**config.mk**
```make
export PLATFORM = sky130hd
export DESIGN_NAME = walu_front
export DESIGN_NICKNAME = d
export VERILOG_FILES = /design/src/walu_pkg.sv /design/src/walu_front.sv
export SDC_FILE = /design/constraint.sdc
export NUM_CORES = 1
export LEC_CHECK = 0
export ABC_AREA = 1
export BUFFER_PORTS_ARGS = -buffer_cell sky130_fd_sc_hd__buf_4
export CELL_PAD_IN_SITES_DETAIL_PLACEMENT = 0
export CELL_PAD_IN_SITES_GLOBAL_PLACEMENT = 1
export CORE_ASPECT_RATIO = 0.75
export CORE_MARGIN = 8
export CORE_UTILIZATION = 35
export CTS_CLUSTER_DIAMETER = 150
export CTS_CLUSTER_SIZE = 14
export DETAILED_ROUTE_END_ITERATION = 8
export PLACE_DENSITY_LB_ADDON = 0.12
export SYNTH_ARGS = -nofsm -noshare
export SYNTH_HDL_FRONTEND = slang
export SYNTH_SLANG_ARGS = --single-unit
```
**constraint.sdc**
```tcl
create_clock -name clk -period 11.8 [get_ports clk]
set_input_delay 1.77 -clock clk [delete_from_list [all_inputs] [get_ports clk]]
set_output_delay 1.77 -clock clk [all_outputs]
set_load 0.01 [all_outputs]
```
**src/walu_pkg.sv**
```systemverilog
// Package for the word ALU: opcode constants and the input queue depth.
// Used by walu_front and walu_back.
`timescale 1ns / 1ps
package walu_pkg;
  localparam logic [4:0] OP_NOT  = 5'd0;
  localparam logic [4:0] OP_AND  = 5'd1;
  localparam logic [4:0] OP_OR   = 5'd2;
  localparam logic [4:0] OP_XOR  = 5'd3;
  localparam logic [4:0] OP_SHL  = 5'd4;
  localparam logic [4:0] OP_SHR  = 5'd5;
  localparam logic [4:0] OP_SAR  = 5'd6;
  localparam logic [4:0] OP_NEG  = 5'd7;
  localparam logic [4:0] OP_ADD  = 5'd8;
  localparam logic [4:0] OP_MUL  = 5'd9;
  localparam logic [4:0] OP_DIV  = 5'd10;
  localparam logic [4:0] OP_MOD  = 5'd11;
  localparam logic [4:0] OP_UDIV = 5'd12;
  localparam logic [4:0] OP_UMOD = 5'd13;
  localparam logic [4:0] OP_EQ   = 5'd14;
  localparam logic [4:0] OP_LT   = 5'd15;
  localparam logic [4:0] OP_ULT  = 5'd16;

  localparam int QUEUE_DEPTH = 2;
endpackage

```
**src/walu_front.sv**
```systemverilog
// Front part of the word ALU: an input queue that accepts beats for the back part.
// Depends on walu_pkg.
`timescale 1ns / 1ps
module walu_front #(
  parameter int WORD_BITS = 64
) (
  input  logic                 clk,
  input  logic                 rst_n,
  input  logic                 in_valid,
  output logic                 in_stall,
  input  logic [4:0]           in_action,
  input  logic [WORD_BITS-1:0] in_a,
  input  logic [WORD_BITS-1:0] in_b,
  output logic                 q_valid,
  input  logic                 q_stall,
  output logic [4:0]           q_action,
  output logic [WORD_BITS-1:0] q_a,
  output logic [WORD_BITS-1:0] q_b
);
  localparam int AW = $clog2(walu_pkg::QUEUE_DEPTH);
  logic [4:0]           act_r [walu_pkg::QUEUE_DEPTH];
  logic [WORD_BITS-1:0] a_r   [walu_pkg::QUEUE_DEPTH];
  logic [WORD_BITS-1:0] b_r   [walu_pkg::QUEUE_DEPTH];
  logic [AW-1:0] wp_r, rp_r;
  logic [AW:0]   cnt_r;
  logic push, pop;

  assign in_stall = (cnt_r == (AW+1)'(walu_pkg::QUEUE_DEPTH)) ? 1'b1 : 1'b0;
  assign push     = in_valid && !in_stall;
  assign q_valid  = cnt_r != '0;
  assign pop      = q_valid && !q_stall;
  assign q_action = act_r[rp_r];
  assign q_a      = a_r[rp_r];
  assign q_b      = b_r[rp_r];

  always_ff @(posedge clk) begin
    if (push) begin
      act_r[wp_r] <= in_action;
      a_r[wp_r]   <= in_a;
      b_r[wp_r]   <= in_b;
    end
    if (!rst_n) begin
      wp_r  <= '0;
      rp_r  <= '0;
      cnt_r <= '0;
    end else begin
      if (push) wp_r <= wp_r + 1'b1;
      if (pop)  rp_r <= rp_r + 1'b1;
      cnt_r <= cnt_r + (AW+1)'(push) - (AW+1)'(pop);
    end
  end
endmodule

```
==> results.yml <==
synthesis:
  ys_types: 12
  synth_top_area_share_pct: 78.9
  ys_warn_count: 0
  syn_area_per_cell_um2: 22.4
  syn-instance-count: 452
  ys_seq_elements: 271
  syn_area_um2: 10100
  synth_nets: 591
  synth_top_area_cell: "edfxtp_1"
  yosysSeqAreaShare_pct: 79.9
  ys_top_cells_by_area: "edfxtp_1 (79%), mux2_4 (10%), mux2_2 (7.0%)"
sta:
  final-hold-violation-count: 0
  layout_setup_ws_ns: 7.31
  rsz0062_at_grt: "no"
  final.setup.tns_ns: 0
  finalCriticalPeriod_ns: 4.49
  max_freq_ghz: 0.223
  slew_headroom_pct: 31.4
  finalCritPeriodShare_pct: 38.1
  fin_skew_ns: 0.00744
  worstMarginPinSlew_ns: 1.03
  maxSlewViolCount: 0
  finalSetupViolCount: 0
clocking:
  clock_latency_ns: 0.50
  clock_sinks: 271
  htreeDepth: 1
  clockRootBuffer: "clkbuf_16"
  clk_path_buf_depth: 3
  cts_resized: 0
  hold_buffers: 0
  cts_buffers: 23
  clk_pin_slew_ns: 0.07
  cts_setup_buffers: 0
  cts_tree: "yes"
cells_and_area:
  layout-drive-gt1-share_pct: 58.5
  diodes: 0
  final_nets: 877
  finalInstanceArea_um2: 13200
  syn2layout_area_growth_pct: 30.3
placement:
  place_area_um2: 12600
  gp_congestion: 0.751
  port_buffers: 271
  dp_hpwl_um: 15300
  place_ws_ns: 7.78
critical_path:
  crit_fanout: 54
  end_kind: "primary output"
  crit_type: "flip-flop to primary output"
  r2r-start: "cnt_r[0]"
  timing.rr.end: "a_r[1][10]"
  r2r_cells: 5
  cp-start-kind: "flip-flop"
  r2r_slack_ns: 9.26
  cp_data_required_time_ns: 10.03
  critPathArrivalTime_ns: 2.72
power_and_ir_drop:
  power_w: 0.00268
  p_leak_nw: 4.99
  pwr-share-comb_pct: 27.8
  pwr-share-seq_pct: 47.2
  clockPowerShare_pct: 25.0
  p_int_w: 0.00197
  swShare_pct: 26.5
  power_switching_w: 0.000711
  power.density_nw_per_um2: 203
  vdd_drop_max_v: 0.000164
routing:
  vias_per_cell: 4.37
  drt-total-wl_um: 22100
  drtIter0Drc: 185
  route.detailed.drc: 0
  num_vias: 4966
  wl_per_cell_um: 19.4
  dr.pass1.iters: 4
  antenna_left: 0
global_routing:
  antenna_found_initial: 1
  grt_use_total_pct: 12.2
  grt_max_degree: 76
  grt_overflow_total: 0
  grt_pass1_wl_um: 32600
  first_global_vias: 5383
hold_path:
  min_path_type: "flip-flop to flip-flop"
  hold_path.startpoint: "rp_r"
  hold_depth: 2
  min_to: "rp_r"
floorplan:
  row_count: 54
  die-area_um2: 34700
  die_x_um: 212
  die_h_um: 163
  core_area_um2: 28800
  ioPinCount: 272
  start_util_pct: 35.2
status:
  status: "completed"
run:
  cap_violations: 0
final cells by class:
| cell class | instances | area, µm² |
|---|---|---|
| Clock inverter | 1 | 11.3 |
| Inverter | 9 | 38.8 |
| Fill cell | 2516 | 15600 |
| Clock buffer | 31 | 606 |
| Timing Repair Buffer | 276 | 2070 |
| Multi-Input combinational cell | 157 | 1880 |
| Sequential cell | 271 | 8090 |
| Tap cell | 392 | 490 |
power groups by stage:
stage | clock network [W] | registers [W] | logic, W
CTS | 0.000700 | 0.00127 | 0.000771
detailed placement | 0 | 0.00129 | 0.000768
global route | 0.000728 | 0.00128 | 0.000803
floorplan | 0 | 0.00129 | 0.000439
finish | 0.000670 | 0.00127 | 0.000746
global placement | 0 | 0.00128 | 0.000764
cell usage in the layout, fill, tap and decap left out:
cell type  count
nor2_1         7
clkbuf_16     23
mux2_4        70
dfxtp_4        1
mux2_2        63
dfxtp_1        4
a21oi_1        2
nand3_1        3
nor2_4         1
nand2_1        9
buf_4        276
edfxtp_1     266
inv_1          8
inv_6          1
ha_1           2
clkbuf_1       8
inv_8          1
registers in the layout, indices dropped and copies added, names as in the netlist, named ones only:
register,count
a_r,128
rp_r,1
wp_r,1
cnt_r,2
b_r,128
act_r,10
Yosys cell counts:
| cell type | n |
|---|---|
| edfxtp_1 | 266 |
| mux2_4 | 70 |
| mux2_2 | 63 |
| buf_6 | 9 |
| inv_1 | 9 |
| nand2_1 | 9 |
| nor2_1 | 8 |
| buf_2 | 6 |
| dfxtp_1 | 5 |
| nand3_1 | 3 |
| a21oi_1 | 2 |
| ha_1 | 2 |
stage by stage:
step	hold WS [ns]	util, %	std cells
after CTS	0.531	45.8	1137
after global placement	0.502	43.7	1105
after global routing	0.577	45.8	1137
after floorplan	0.467	-	452
final	0.518	45.8	1137
after detailed placement	0.515	43.7	1105
worst max-delay path, cell delays in order (launching register included):
cell and delay [ns]:
dfxtp_4 0.69, buf_4 0.84, mux2_2 0.42, buf_4 0.14
worst max-delay path by stage:
stage,depth (start not counted),slack (ns),endpoint
after CTS,3,7.21,q_b[51]
after detailed placement,3,7.78,q_b[51]
after global placement,3,7.80,q_b[52]
after floorplan,2,3.81,a_r[0][0]
final,3,7.31,q_b[51]
after global routing,3,7.11,q_b[51]
routing by layer:
layer / up-vias / wire [µm] / part of all wire [%] / global-route usage [%]
li1: 2330 / - / - / -
met1: 2438 / 9210 / 42 / 15.4
met2: 167 / 10500 / 48 / 19.9
met3: 29 / 1970 / 8.9 / 4.58
met4: 2 / 409 / 1.9 / 2.57
met5: - / 13 / 0.059 / 0
cells by family (layout without fill, tap and decap cells):
kind of cell,after synthesis,count (layout),synth area share (%)
flops,271,271,79.9
compound gates,2,2,0.0988
mux,133,133,17.4
fa+ha+maj,2,2,0.247
simple gates,20,20,0.778
buf+inv,24,317,1.63
Power figures use the tool's default switching activity.
